<file path="src/hw/rtl/utf8d_pkg.sv">
package utf8d_pkg;

   // decoded code point width and result advance width
   localparam int PointWidth = 21;
   localparam int AdvWidth   = 12;
   localparam int ScaleWidth = 8;

   // job queue between front and back
   localparam int QueueDepth = 4;
   localparam int QueuePtrWidth = $clog2(QueueDepth);
   localparam int QueueCntWidth = $clog2(QueueDepth + 1);

   // marker for a malformed byte
   localparam logic [PointWidth-1:0] MarkBad = 21'h00003F;

   // configuration register indexes
   typedef enum logic {
      CSR_GLYPH_SCALE = 1'b0,
      CSR_UNUSED      = 1'b1
   } csr_index_type;

   // one queued job: some '?' marks, then optionally one decoded point
   typedef struct packed {
      logic [1:0]            bad_cnt;
      logic                  has_tail;
      logic [PointWidth-1:0] tail_cp;
   } job_type;

   // fold fullwidth ascii and apply the alias list
   function automatic logic [PointWidth-1:0] remap_point(input logic [PointWidth-1:0] cp);
      logic [PointWidth-1:0] res;
      res = cp;
      if (cp == 21'h003000) begin
         res = 21'h000020;
      end else if (cp inside {[21'h00FF01:21'h00FF5E]}) begin
         res = cp - 21'h00FEE0;
      end else if (cp == 21'h0000B5) begin
         res = 21'h0003BC;
      end else if (cp == 21'h0000F8) begin
         res = 21'h0000D8;
      end else if (cp == 21'h002126) begin
         res = 21'h0003A9;
      end else if (cp == 21'h0003D5 || cp == 21'h0003D6) begin
         res = 21'h0003C6;
      end else if (cp == 21'h0003D1 || cp == 21'h0003F4) begin
         res = 21'h0003B8;
      end else if (cp == 21'h002205) begin
         res = 21'h002300;
      end else if (cp == 21'h00223C) begin
         res = 21'h00223F;
      end
      return res;
   endfunction

endpackage

</file>
<file path="src/hw/rtl/utf8d_front.sv">
module utf8d_front (
   input  logic                clock,
   input  logic                reset,
   input  logic                req_valid,
   output logic                req_ready,
   input  logic [7:0]          req_text_byte,
   input  logic                queue_full,
   output logic                push,
   output utf8d_pkg::job_type  push_job
);
   import utf8d_pkg::*;

   logic [1:0]            needed_ff, needed_in;
   logic [1:0]            held_ff, held_in;
   logic [PointWidth-1:0] partial_ff, partial_in;
   logic [PointWidth-1:0] shifted;
   logic [PointWidth-1:0] raw_cp;
   logic [1:0]            held_inc;
   logic                  fresh;
   logic                  accept;
   job_type               job;

   assign req_ready = !queue_full;
   assign accept    = req_valid && !queue_full;

   // sequence tracking and job building for one word
   always_comb begin
      needed_in    = needed_ff;
      held_in      = held_ff;
      partial_in   = partial_ff;
      shifted      = {partial_ff[PointWidth-7:0], req_text_byte[5:0]};
      held_inc     = held_ff + 2'd1;
      raw_cp       = '0;
      fresh        = 1'b0;
      job.bad_cnt  = 2'd0;
      job.has_tail = 1'b0;
      if (needed_ff != 2'd0) begin
         if (req_text_byte[7:6] == 2'b10) begin
            if (held_inc >= needed_ff) begin
               raw_cp       = shifted;
               job.has_tail = 1'b1;
               needed_in    = 2'd0;
               held_in      = 2'd0;
               partial_in   = '0;
            end else begin
               held_in    = held_inc;
               partial_in = shifted;
            end
         end else begin
            // broken sequence: mark lead and held bytes, then restart
            job.bad_cnt = held_inc;
            needed_in   = 2'd0;
            held_in     = 2'd0;
            partial_in  = '0;
            fresh       = 1'b1;
         end
      end else begin
         fresh = 1'b1;
      end
      if (fresh) begin
         case (req_text_byte) inside
            8'h00: begin
            end
            [8'h01:8'h7F]: begin
               raw_cp       = {13'd0, req_text_byte};
               job.has_tail = 1'b1;
            end
            [8'hC0:8'hDF]: begin
               needed_in  = 2'd1;
               held_in    = 2'd0;
               partial_in = {16'd0, req_text_byte[4:0]};
            end
            [8'hE0:8'hEF]: begin
               needed_in  = 2'd2;
               held_in    = 2'd0;
               partial_in = {17'd0, req_text_byte[3:0]};
            end
            [8'hF0:8'hF7]: begin
               needed_in  = 2'd3;
               held_in    = 2'd0;
               partial_in = {18'd0, req_text_byte[2:0]};
            end
            default: begin
               raw_cp       = MarkBad;
               job.has_tail = 1'b1;
            end
         endcase
      end
      job.tail_cp = remap_point(raw_cp);
   end

   assign push     = accept && (job.bad_cnt != 2'd0 || job.has_tail);
   assign push_job = job;

   // decoder state
   always_ff @(posedge clock) begin
      if (reset) begin
         needed_ff  <= 2'd0;
         held_ff    <= 2'd0;
         partial_ff <= '0;
      end else if (accept) begin
         needed_ff  <= needed_in;
         held_ff    <= held_in;
         partial_ff <= partial_in;
      end
   end

   // held continuation count stays below the sequence length
   a_held_below_needed: assert property (@(posedge clock) disable iff (reset)
      (needed_ff == 2'd0) ? (held_ff == 2'd0) : (held_ff < needed_ff))
      else $error("front held count out of range");

endmodule

</file>
<file path="src/hw/rtl/utf8d_queue.sv">
module utf8d_queue (
   input  logic                clock,
   input  logic                reset,
   input  logic                push,
   input  utf8d_pkg::job_type  push_job,
   output logic                full,
   input  logic                pop,
   output utf8d_pkg::job_type  head_job,
   output logic                empty
);
   import utf8d_pkg::*;

   job_type                  mem_ff [QueueDepth];
   logic [QueuePtrWidth-1:0] wr_ptr_ff, wr_ptr_in;
   logic [QueuePtrWidth-1:0] rd_ptr_ff, rd_ptr_in;
   logic [QueueCntWidth-1:0] count_ff, count_in;

   assign full     = (count_ff == QueueCntWidth'(QueueDepth));
   assign empty    = (count_ff == '0);
   assign head_job = mem_ff[rd_ptr_ff];

   // pointer and fill count update
   always_comb begin
      wr_ptr_in = push ? wr_ptr_ff + 1'b1 : wr_ptr_ff;
      rd_ptr_in = pop ? rd_ptr_ff + 1'b1 : rd_ptr_ff;
      count_in  = count_ff;
      if (push && !pop) begin
         count_in = count_ff + 1'b1;
      end else if (pop && !push) begin
         count_in = count_ff - 1'b1;
      end
   end

   always_ff @(posedge clock) begin
      if (reset) begin
         wr_ptr_ff <= '0;
         rd_ptr_ff <= '0;
         count_ff  <= '0;
      end else begin
         wr_ptr_ff <= wr_ptr_in;
         rd_ptr_ff <= rd_ptr_in;
         count_ff  <= count_in;
      end
   end

   // job storage
   always_ff @(posedge clock) begin
      if (push) begin
         mem_ff[wr_ptr_ff] <= push_job;
      end
   end

   // never pop an empty queue or push a full one
   a_no_underflow: assert property (@(posedge clock) disable iff (reset)
      !(pop && empty) && !(push && full))
      else $error("queue overflow or underflow");

endmodule

</file>
<file path="src/hw/rtl/utf8d_back.sv">
module utf8d_back (
   input  logic                                 clock,
   input  logic                                 reset,
   input  utf8d_pkg::job_type                   head_job,
   input  logic                                 queue_empty,
   output logic                                 pop,
   input  logic [utf8d_pkg::ScaleWidth-1:0]     glyph_scale,
   output logic                                 rsp_valid,
   input  logic                                 rsp_ready,
   output logic [utf8d_pkg::PointWidth-1:0]     rsp_code_point,
   output logic [utf8d_pkg::AdvWidth-1:0]       rsp_advance_pixels,
   output logic                                 rsp_last_of_run
);
   import utf8d_pkg::*;

   logic                  valid_ff, valid_in;
   logic [PointWidth-1:0] cp_ff, cp_in;
   logic [AdvWidth-1:0]   adv_ff, adv_in;
   logic                  last_ff, last_in;
   logic [1:0]            cnt_ff, cnt_in;
   logic                  out_free;
   logic                  step;
   logic                  emit_bad;
   logic [ScaleWidth-1:0] scale;
   logic                  narrow;

   assign out_free = !valid_ff || rsp_ready;
   assign step     = out_free && !queue_empty;
   assign emit_bad = (cnt_ff < head_job.bad_cnt);
   assign pop      = step && last_in;

   // pick the next result of the head job
   always_comb begin
      cp_in   = emit_bad ? MarkBad : head_job.tail_cp;
      last_in = emit_bad ? ((cnt_ff + 2'd1 == head_job.bad_cnt) && !head_job.has_tail) : 1'b1;
      cnt_in  = cnt_ff;
      if (step) begin
         cnt_in = last_in ? 2'd0 : cnt_ff + 2'd1;
      end
      valid_in = step ? 1'b1 : (out_free ? 1'b0 : valid_ff);
   end

   // advance: narrow glyphs are 8 wide, others 16, times the scale
   always_comb begin
      scale  = (glyph_scale == '0) ? ScaleWidth'(1) : glyph_scale;
      narrow = (cp_in < 21'h000080) || cp_in == 21'h0000B0 || cp_in == 21'h0000B2 ||
               cp_in == 21'h0000B3 || cp_in == 21'h00207B;
      adv_in = narrow ? {1'b0, scale, 3'b000} : {scale, 4'b0000};
   end

   always_ff @(posedge clock) begin
      if (reset) begin
         valid_ff <= 1'b0;
         cnt_ff   <= 2'd0;
      end else begin
         valid_ff <= valid_in;
         cnt_ff   <= cnt_in;
      end
   end

   // result word register
   always_ff @(posedge clock) begin
      if (step) begin
         cp_ff   <= cp_in;
         adv_ff  <= adv_in;
         last_ff <= last_in;
      end
   end

   assign rsp_valid          = valid_ff;
   assign rsp_code_point     = cp_ff;
   assign rsp_advance_pixels = adv_ff;
   assign rsp_last_of_run    = last_ff;

   // a job partly emitted stays at the head with marks or its tail left to send
   a_cnt_in_job: assert property (@(posedge clock) disable iff (reset)
      (cnt_ff != 2'd0) |-> (!queue_empty && (cnt_ff < head_job.bad_cnt ||
                            (cnt_ff == head_job.bad_cnt && head_job.has_tail))))
      else $error("back job counter out of range");

endmodule

</file>
<file path="src/hw/rtl/utf8_codepoint_decoder.sv">
// UTF-8 to code point decoder. Bytes enter on req_ (one word per cycle while
// req_ready is high) and code points leave on rsp_, each with its advance in
// pixels and a flag on the last result a byte caused. A byte gives zero to
// four results; the back end sends one result per cycle while rsp_ready
// allows, so a byte with several results holds the result side while a
// four-entry job queue lets the front keep taking bytes. The first result
// of an accepted byte passes through the queue and the back end's result
// register before it shows on rsp_. Register 0 (glyph_scale, byte address 0)
// sets the advance scale; zero acts as one. Write it only while the block is idle.
module utf8_codepoint_decoder (
   input  logic                                 clock,
   input  logic                                 reset,
   input  logic                                 req_valid,
   output logic                                 req_ready,
   input  logic [7:0]                           req_text_byte,
   output logic                                 rsp_valid,
   input  logic                                 rsp_ready,
   output logic [utf8d_pkg::PointWidth-1:0]     rsp_code_point,
   output logic [utf8d_pkg::AdvWidth-1:0]       rsp_advance_pixels,
   output logic                                 rsp_last_of_run,
   input  logic                                 csr_psel,
   input  logic                                 csr_penable,
   input  logic                                 csr_pwrite,
   input  logic [2:0]                           csr_paddr,
   input  logic [31:0]                          csr_pwdata,
   output logic [31:0]                          csr_prdata,
   output logic                                 csr_pready
);
   import utf8d_pkg::*;

   logic [ScaleWidth-1:0] scale_ff, scale_in;
   logic                  csr_write;
   csr_index_type         csr_idx;
   logic                  push;
   logic                  pop;
   logic                  queue_full;
   logic                  queue_empty;
   job_type               push_job;
   job_type               head_job;

   // configuration port
   assign csr_pready = 1'b1;
   assign csr_idx    = csr_index_type'(csr_paddr[2]);
   assign csr_write  = csr_psel && csr_penable && csr_pwrite;
   assign scale_in   = (csr_write && csr_idx == CSR_GLYPH_SCALE) ?
                       csr_pwdata[ScaleWidth-1:0] : scale_ff;
   assign csr_prdata = (csr_idx == CSR_GLYPH_SCALE) ? {24'd0, scale_ff} : 32'd0;

   always_ff @(posedge clock) begin
      if (reset) begin
         scale_ff <= ScaleWidth'(1);
      end else begin
         scale_ff <= scale_in;
      end
   end

   // byte classification and sequence assembly
   utf8d_front u_front (
      .clock         (clock),
      .reset         (reset),
      .req_valid     (req_valid),
      .req_ready     (req_ready),
      .req_text_byte (req_text_byte),
      .queue_full    (queue_full),
      .push          (push),
      .push_job      (push_job)
   );

   // job queue
   utf8d_queue u_queue (
      .clock    (clock),
      .reset    (reset),
      .push     (push),
      .push_job (push_job),
      .full     (queue_full),
      .pop      (pop),
      .head_job (head_job),
      .empty    (queue_empty)
   );

   // result expansion
   utf8d_back u_back (
      .clock              (clock),
      .reset              (reset),
      .head_job           (head_job),
      .queue_empty        (queue_empty),
      .pop                (pop),
      .glyph_scale        (scale_ff),
      .rsp_valid          (rsp_valid),
      .rsp_ready          (rsp_ready),
      .rsp_code_point     (rsp_code_point),
      .rsp_advance_pixels (rsp_advance_pixels),
      .rsp_last_of_run    (rsp_last_of_run)
   );

endmodule

</file>
<file path="config.mk">
export PLATFORM = sky130hd
export DESIGN_NAME = utf8_codepoint_decoder
export DESIGN_NICKNAME = d
export VERILOG_FILES = /design/src/hw/rtl/utf8d_pkg.sv /design/src/hw/rtl/utf8d_front.sv /design/src/hw/rtl/utf8d_queue.sv /design/src/hw/rtl/utf8d_back.sv /design/src/hw/rtl/utf8_codepoint_decoder.sv
export SDC_FILE = /design/constraint.sdc
export NUM_CORES = 1
export LEC_CHECK = 0
export BUFFER_PORTS_ARGS = -buffer_cell sky130_fd_sc_hd__buf_2
export CAP_MARGIN = 20
export CORE_ASPECT_RATIO = 0.6
export CORE_MARGIN = 3
export CORE_UTILIZATION = 57
export CTS_BUF_LIST = sky130_fd_sc_hd__clkbuf_4 sky130_fd_sc_hd__clkbuf_8 sky130_fd_sc_hd__clkbuf_16
export DETAILED_ROUTE_END_ITERATION = 10
export GPL_TIMING_DRIVEN = 0
export PLACE_DENSITY = 0.83
export SLEW_MARGIN = 10
export SYNTH_ARGS = -nofsm -noshare
export SYNTH_HDL_FRONTEND = slang
export SYNTH_SLANG_ARGS = --single-unit
</file>
<file path="constraint.sdc">
create_clock -name clock -period 5.1 [get_ports clock]
set_clock_uncertainty 0.15 [all_clocks]
set_input_delay 0.765 -clock clock [delete_from_list [all_inputs] [get_ports clock]]
set_output_delay 0.765 -clock clock [all_outputs]
set_load 0.05 [all_outputs]
</file>
==> results of run 1 <==
where the power goes:
part | switching (mW) | internal, mW | leakage (nW)
Combinational | 1.14 | 0.598 | 1.67
Clock | 0.520 | 0.824 | 0.303
Sequential | 0.0795 | 1.75 | 1.53
tightest hold or removal path, stage by stage (launching register included):
cell and delay [ns]:
dfxtp_1 0.34, nand2_1 0.07, a21oi_1 0.06
state kept, by name, indices dropped and copies added, names as in the netlist, named ones only:
signal,flops
u_queue.rd_ptr_ff,2
u_back.rsp_last_of_run,1
u_back.cnt_ff,2
u_back.rsp_code_point,21
u_front.partial_ff,15
u_front.held_ff,2
u_front.needed_ff,2
u_queue.mem_ff,96
u_queue.wr_ptr_ff,2
scale_ff,8
u_back.rsp_valid,1
u_back.rsp_advance_pixels,9
u_queue.count_ff,3
kinds of logic (layout without fill, tap and decap cells):
| kind of cell | after synthesis | count (layout) |
|---|---|---|
| XOR/XNOR | 11 | 11 |
| flip-flops | 166 | 166 |
| adder cells (fa/ha/maj) | 10 | 10 |
| AND/OR/NAND/NOR | 240 | 240 |
| AO/OA/AOI/OAI | 71 | 71 |
| multiplexers | 34 | 34 |
| other | 2 | 29 |
| buffers and inverters | 68 | 166 |
cell type report:
type / instances / area (µm²) / share of cell area
Antenna cell: 1 / 2.502 / 0.0002734
Tap cell: 170 / 212.7 / 0.02324
Multi-Input combinational cell: 394 / 2923 / 0.3193
Clock buffer: 21 / 479.2 / 0.05236
Sequential cell: 166 / 4594 / 0.5020
Buffer: 53 / 341.6 / 0.03732
Inverter: 15 / 56.30 / 0.006152
Clock inverter: 11 / 145.1 / 0.01586
Timing Repair Buffer: 66 / 397.9 / 0.04347
metrics by stage:
| step | util | setup WS, ns |
|---|---|---|
| floorplan | - | 1.046 |
| global placement | 0.6433 | 0.4173 |
| detailed placement | 0.6512 | 0.4882 |
| CTS | 0.6989 | 0.3119 |
| global route | 0.6989 | 0.01393 |
| finish | 0.6991 | 0.2721 |
path summary, 6_finish.rpt:
path / from / endpoint / slack, ns / cells after the start
max: flop / u_queue.count_ff[2]$_SDFFE_PP0P_ / 0.27 / 18
min: scale_ff[5]$_SDFFE_PP0P_ / scale_ff[5]$_SDFFE_PP0P_ / 0.36 / 2
max reg2reg: flop / u_queue.count_ff[2]$_SDFFE_PP0P_ / 0.27 / 18
min reg2reg: scale_ff[5]$_SDFFE_PP0P_ / scale_ff[5]$_SDFFE_PP0P_ / 0.36 / 2
synth_stat cells (3+ instances only):
cell type  count  area, µm²
mux4_2        17      382.9
and2_1        12      75.07
a21oi_1       18      90.09
a31o_2         3      26.28
mux4_1         7      183.9
xor2_1         6      52.55
nand3b_1       4      30.03
o21ai_0       10      50.05
inv_1         15      56.30
nand2b_1       6      37.54
and2b_2        9      78.83
a32oi_1        4      35.03
ha_1           9      112.6
mux2_4         7      105.1
nand2_1       50      187.7
nor2_1        45      168.9
or2_2          9      56.30
xnor2_1        5      43.79
nand4b_1       3      26.28
edfxtp_1     127       3814
a22oi_1       14      105.1
buf_4         28      210.2
buf_2          4      20.02
mux2i_1        3      30.03
nor3_1        15      75.07
nor2b_1       12      75.07
nand4_1        6      37.54
clkbuf_1      17      63.81
and3_1        10      62.56
and2b_4        4      40.04
nand3_1       13      65.06
dfxtp_1       39      780.8
nor4_1         9      56.30
or3_1          6      37.54
metal layers:
metal	vias up	wire [µm]
met3	40	1710
li1	2427	-
met2	294	8843
met5	-	0
met4	0	451
met1	2615	8380
==> results by group, run 1 <==
Clock tree
  • Post-CTS Hold Buffers: 0
  • Post-cts sizing count: 0
  • Clk_lat worst skew: 0.42 ns
  • CTS Sinks: 166
  • Postcts setup bufs: 0
  • Clock buffer depth: 2
  • Clock Pin Slew Worst Setup and Hold Paths: around 0.060 ns
  • Number of buffers created by CTS: 17
  • Root Buffer: clkbuf_16
  • H-tree levels: 4
  • CTS tree: done

Detailed routing
  • DR vias/cell: around 6.0
  • DRT antenna net count: 0
  • Drt total wl: slightly below 20 mm
  • Vias post-DR: 5376
  • Wire per inst: 21.61 µm
  • First DRT Iteration DRCs: 469
  • DRC: 0
  • First-pass detailed-route iteration total: 5

Finish
  • Most frequent cells in the layout: 127 x edfxtp_1, 65 x buf_2, 50 x nand2_1
  • Commonest non-fill, non-tap cell in the layout: edfxtp_1
  • Layout cell share with drive strength beyond 1: 0.2769
  • Fill count: between 800 and 900
  • Final Cell Area: 0.009153 mm²
  • Nets: 773
  • Fin cells: approximately 900
  • P&R area growth vs syn: 17.25%

Worst setup path
  • CP cell instances: buf_6 > buf_12 > mux4_1 > inv_1 > ha_1 > and2b_2 > nor2_2 > clkbuf_1 > o31ai_1 > and2_0 > buf_2 > inv_1 > ha_1 > inv_1 > fa_1 > xor2_1 > or3_1 > a21oi_1
  • Crit Path Class: reg2reg
  • CP Capture Type: flop
  • Crit path launch type: flop
  • CP Max Fanout: 10
  • CP max stage delay: approximately 0.65 ns
  • CP max stage cell: mux4_1
  • CP arrival: 5.02 ns
  • Worst path required time: 5.29 ns
  • CP bufs+invs: 7
  • Most used cell along the critical path: inv_1
  • Family with the most delay on the worst path: buffers and inverters

Power
  • Power Density: roughly 540 mW/mm²
  • Maximum vdd ir drop: roughly 0.34 mV
  • Leakage: between 3 and 4 nW
  • Total chip power: 4.907 mW

Logic synthesis
  • Synth Area in Compound Gates: 0.06379
  • Mapped Cells: about 600
  • EDFF count, synth: roughly 130
  • Post-synthesis mux area share: 0.08992
  • Seq cells post-synth: 166
  • Synth Area in Adders: 0.01699
  • Ys flop type: edfxtp_1
  • Post-Synth Simple-Gate Area: 0.1765
  • Area of the mapped netlist: 0.007806 mm²
  • Largest family of logic cells by synthesized area: simple AND/OR/NAND/NOR gates
  • Async SR Flop Fraction: 0
  • Yosys cell types: 76
  • Post-Syn Area per Cell: around 13 µm²
  • Synthesis Warnings: 0
  • Xor and xnor area share after synthesis: 0.01234
  • Seq/Total Area, Yosys: 0.5886

Floorplanning
  • Die area: 0.01518 mm²
  • Die width: 157.1 µm
  • Core area: between 0.01 and 0.015 mm²
  • Site Rows: 32
  • I/O pins: around 120
  • Starting density of the core: 0.5962
  • DIE HEIGHT: around 97 µm

Place
  • Cells after DPL: 864
  • Number of port buffers: 61
  • Final HPWL from detailed placement: ~13 mm
  • Post-place instance area: 0.008526 mm²
  • GP Congestion: 0.8944

GRT
  • GRT Residual Overflow: 0
  • Total Routing Usage GR: 0.2592
  • Met2 usage: 0.3995
  • Largest net degree at the start of global routing: 31
  • Met3 Use GR: 0.06527
  • Met1 usage: 0.3671
  • Vias in the first global route: 5266
  • Global-route wire length before repair: 29.97 mm
  • GR peak layer: met2
  • Initial antenna violation count: 0

STA
  • Worst hold margin: 0.3624 ns
  • Setup tns final: 0 ns
  • Fin crit share: 0.9467
  • RSZ-0062 raised after global routing: no
  • # setup viols final: 0
  • Worst Tran Pin Value: 0.7822 ns
  • Period minus WS final: about 4.8 ns
  • Max Clk Rate: 0.2071 GHz
  • Max-slew headroom: 0.4785
  • Final Hold Viols: 0
  • Pins Over Slew Limit: 0

Hold path
  • Min-Delay Path Class: reg2reg

Run status
  • Status: finished clean

Job
  • Max Cap Viol: 0
(Power assumes the default switching activity.)
==> inputs of run 2 (changes only) <==
--- a/config.mk
+++ b/config.mk
@@ -5,6 +5,7 @@
 export SDC_FILE = /design/constraint.sdc
 export NUM_CORES = 1
 export LEC_CHECK = 0
+export ABC_AREA = 1
 export BUFFER_PORTS_ARGS = -buffer_cell sky130_fd_sc_hd__buf_2
 export CAP_MARGIN = 20
 export CORE_ASPECT_RATIO = 0.6
==> run 2 against run 1 <==
Compared with the run above:
- non-clock buffer count shrank 1
- maximum frequency grew 7.4%
- first-iteration DRC count grew 50%
- highest routed layer unchanged
- synthesized cell count grew 47%
- global-route usage shrank 0.50 points
- sequential share of layout area shrank 0.99 points
- worst setup slack gained 0.33 ns
- critical endpoint unchanged
- register-to-register slack gained 0.33 ns
- flip-flop and latch count is the same
- critical path depth shrank 1
- critical path type unchanged
- largest power group unchanged
==> results by group, run 2 <==
Run status
  • Status: finished clean (unchanged)

Clock tree
  • CTS Sinks: 166 (unchanged)
  • Root Buffer: clkbuf_16 (unchanged)
  • Clock buffer depth: 2 (unchanged)
  • Post-CTS Hold Buffers: 0 (unchanged)
  • Number of buffers created by CTS: 17 (unchanged)
  • H-tree levels: 4 (unchanged)
  • CTS tree: done (unchanged)
  • Clock Pin Slew Worst Setup and Hold Paths: 0.07 ns (was 0.06 ns)
  • Post-cts sizing count: 0 (unchanged)
  • Postcts setup bufs: 0 (unchanged)
  • Clk_lat worst skew: 0.43 ns (was 0.42 ns)

Place
  • GP Congestion: 0.9642 (was 0.8944)
  • Final HPWL from detailed placement: 13.97 mm (was 13.50 mm)
  • Post-place instance area: 0.008772 mm² (was 0.008526 mm²)
  • Number of port buffers: 61 (unchanged)

Detailed routing
  • Vias post-DR: 6625 (was 5376)
  • DRC: 0 (unchanged)
  • DR vias/cell: 5.567 (was 5.993)
  • First-pass detailed-route iteration total: 5 (unchanged)
  • Drt total wl: 19.80 mm (was 19.39 mm)
  • Wire per inst: 16.64 µm (was 21.61 µm)
  • DRT antenna net count: 0 (unchanged)
  • First DRT Iteration DRCs: 703 (was 469)

Finish
  • Nets: 1050 (was 773)
  • Finished Core Util: 0.7003 (was 0.6991)
  • Biggest register: u_queue.mem_ff (unchanged)
  • Reg area: 0.004594 mm² (unchanged)
  • P&R area growth vs syn: 15.80% (was 17.25%)
  • Multi-input gate area: 0.002928 mm² (was 0.002923 mm²)
  • Final Cell Area: 0.009336 mm² (was 0.009153 mm²)
  • Most frequent cells in the layout: 162 x nand2_1, 133 x nor2_1, 127 x edfxtp_1 (was 127 x edfxtp_1, 65 x buf_2, 50 x nand2_1)
  • Fill count: 985 (was 836)
  • Layout cell share with drive strength beyond 1: 0.1884 (was 0.2769)
  • Commonest non-fill, non-tap cell in the layout: nand2_1 (was edfxtp_1)
  • N_diodes: 0 (was 1)
  • Max reg flops: 96 (unchanged)

Power
  • Sequential share of power: 0.386 (was 0.372)
  • Comb power frac: 0.350 (was 0.354)
  • Clock share of power: 0.263 (was 0.274)
  • Sw frac: 0.4022 (was 0.3542)
  • Power Density: 498.1 mW/mm² (was 536.1 mW/mm²)
  • Switching power: 1.871 mW (was 1.738 mW)
  • Power Internal: 2.780 mW (was 3.169 mW)
  • Leakage: 3.832 nW (was 3.501 nW)
  • Total chip power: 4.651 mW (was 4.907 mW)
  • Maximum vdd ir drop: 0.3884 mV (was 0.3427 mV)

Floorplanning
  • Die width: 159.5 µm (was 157.1 µm)
  • Die area: 0.01565 mm² (was 0.01518 mm²)
  • DIE HEIGHT: 98.13 µm (was 96.65 µm)
  • I/O pins: 119 (unchanged)
  • Starting density of the core: 0.6047 (was 0.5962)
  • Core area: 0.01333 mm² (was 0.01309 mm²)
  • Site Rows: 32 (unchanged)

Logic synthesis
  • Post-Syn Area per Cell: 9.131 µm² (was 12.97 µm²)
  • Area of the mapped netlist: 0.008063 mm² (was 0.007806 mm²)
  • Yosys cell types: 45 (was 76)
  • EDFF count, synth: 127 (unchanged)
  • Area share of the largest cell type after synthesis: 0.4730 (was 0.4885)
  • Seq cells post-synth: 166 (unchanged)
  • Area leader, netlist: edfxtp_1 (unchanged)
  • Post-synth top cells: 162 x nand2_1, 137 x nor2_1, 127 x edfxtp_1 (was 127 x edfxtp_1, 50 x nand2_1, 45 x nor2_1)
  • Ys flop type: edfxtp_1 (unchanged)
  • Top cells by area, synth: edfxtp_1 47%, dfxtp_1 9.7%, nand2_1 7.5% (was edfxtp_1 49%, dfxtp_1 10%, mux4_2 4.9%)
  • Most common cell in the netlist: nand2_1 (was edfxtp_1)
  • Seq/Total Area, Yosys: 0.5698 (was 0.5886)
  • Mapped Cells: 883 (was 602)
  • Synthesis Warnings: 0 (unchanged)
  • Async SR Flop Fraction: 0 (unchanged)

STA
  • Pins Over Slew Limit: 0 (unchanged)
  • Period minus WS final: 4.496 ns (was 4.828 ns)
  • Final Hold Viols: 0 (unchanged)
  • Worst hold margin: 0.3337 ns (was 0.3624 ns)
  • Worst Tran Pin Value: 0.9016 ns (was 0.7822 ns)
  • Max-slew headroom: 0.3975 (was 0.4785)
  • RSZ-0062 raised after global routing: no (unchanged)
  • Fin crit share: 0.8816 (was 0.9467)
  • Max Clk Rate: 0.2224 GHz (was 0.2071 GHz)
  • # setup viols final: 0 (unchanged)

GRT
  • Total Routing Usage GR: 0.2542 (was 0.2592)
  • GRT Residual Overflow: 0 (unchanged)
  • Largest net degree at the start of global routing: 27 (was 31)
  • Initial antenna violation count: 0 (unchanged)
  • Vias in the first global route: 6084 (was 5266)
  • Global-route wire length before repair: 31.37 mm (was 29.97 mm)

Worst setup path
  • CP Capture Type: flop (unchanged)
  • CP arrival: 4.66 ns (was 5.02 ns)
  • CP Max Fanout: 10 (unchanged)
  • Crit path launch type: flop (unchanged)
  • Worst path required time: 5.26 ns (was 5.29 ns)
  • Crit Path Class: reg2reg (unchanged)

Job
  • Max Cap Viol: 0 (unchanged)

Hold path
  • Min-Delay Path Class: reg2reg (unchanged)
==> run 2: changes by cell type in the layout (fill, tap and decap cells not counted), moves of 10 or more <==
| cell | delta |
|---|---|
| o21ai_0 | +44 |
| nor2_1 | +88 |
| mux4_2 | -17 |
| a21oi_1 | +42 |
| inv_1 | +61 |
| nor2_2 | +11 |
| nand2_1 | +112 |
| nand3_1 | +35 |
| inv_2 | +10 |
| and2_1 | -12 |
| nor2b_1 | -12 |
| a22oi_1 | -14 |
==> run 2: logic make-up after synthesis <==
family	share of synthesized area
AND/OR/NAND/NOR	0.2280
flip-flops	0.5698
buffers and inverters	0.08473
adder cells (fa/ha/maj)	0.01645
other	0.0009314
XOR/XNOR	0.003259
AO/OA/AOI/OAI	0.09683
==> run 2: metrics by stage <==
stage	cells	setup TNS, ns	setup WS [ns]
finish	1190	0	0.6040
global placement	1157	-0.09157	-0.09157
floorplan	909	0	0.8610
detailed placement	1158	0	0.7252
global route	1190	0	0.2735
CTS	1190	0	0.6935
==> run 2: path summary, 6_finish.rpt <==
kind                                                         start                                 end  slack [ns]  depth (start not counted)
worst min-delay path            u_front.partial_ff[1]$_SDFFE_PP0P_  u_front.partial_ff[7]$_SDFFE_PP0P_        0.33                          2
worst max-delay path                                          flop    u_queue.count_ff[2]$_SDFFE_PP0P_        0.60                         17
worst max register to register                                flop    u_queue.count_ff[2]$_SDFFE_PP0P_        0.60                         17
worst min register to register  u_front.partial_ff[1]$_SDFFE_PP0P_  u_front.partial_ff[7]$_SDFFE_PP0P_        0.33                          2
==> run 2: power by group through the flow <==
| stage | logic (mW) | registers, mW | clock network, mW |
|---|---|---|---|
| floorplan | 0.715 | 2.27 | 0 |
| global placement | 1.51 | 1.83 | 0 |
| detailed placement | 1.60 | 1.82 | 0 |
| CTS | 1.62 | 1.80 | 1.23 |
| global route | 1.76 | 1.82 | 1.28 |
| finish | 1.63 | 1.80 | 1.22 |
==> run 2: layer usage <==
metal,GRT usage,part of all wire,up-vias
met3,0.07206,0.12,32
met1,0.3706,0.43,3024
met4,0.07330,0.014,0
met5,0,0,-
met2,0.3739,0.43,424
li1,-,-,3145
==> run 2: worst max-delay path, cell delays in order (launching register included) <==
cell      delay [ns]
dfxtp_1         0.47
clkbuf_1        0.54
o21ai_0         0.23
o22ai_1         0.23
ha_1            0.17
inv_1           0.04
a21oi_2         0.51
inv_1           0.34
a21oi_1         0.31
nor2_1          0.16
inv_1           0.12
ha_1            0.15
inv_1           0.06
fa_1            0.37
a21oi_1         0.14
o21ai_0         0.13
o21ai_0         0.20
a21oi_1         0.07
==> run 2: layout make-up <==
class                           instances  area share
Buffer                                 56     0.03712
Clock buffer                           19     0.04905
Clock inverter                         13     0.01139
Inverter                               89     0.03605
Multi-Input combinational cell        598      0.3136
Sequential cell                       166      0.4921
Tap cell                              187     0.02506
Timing Repair Buffer                   62     0.03565
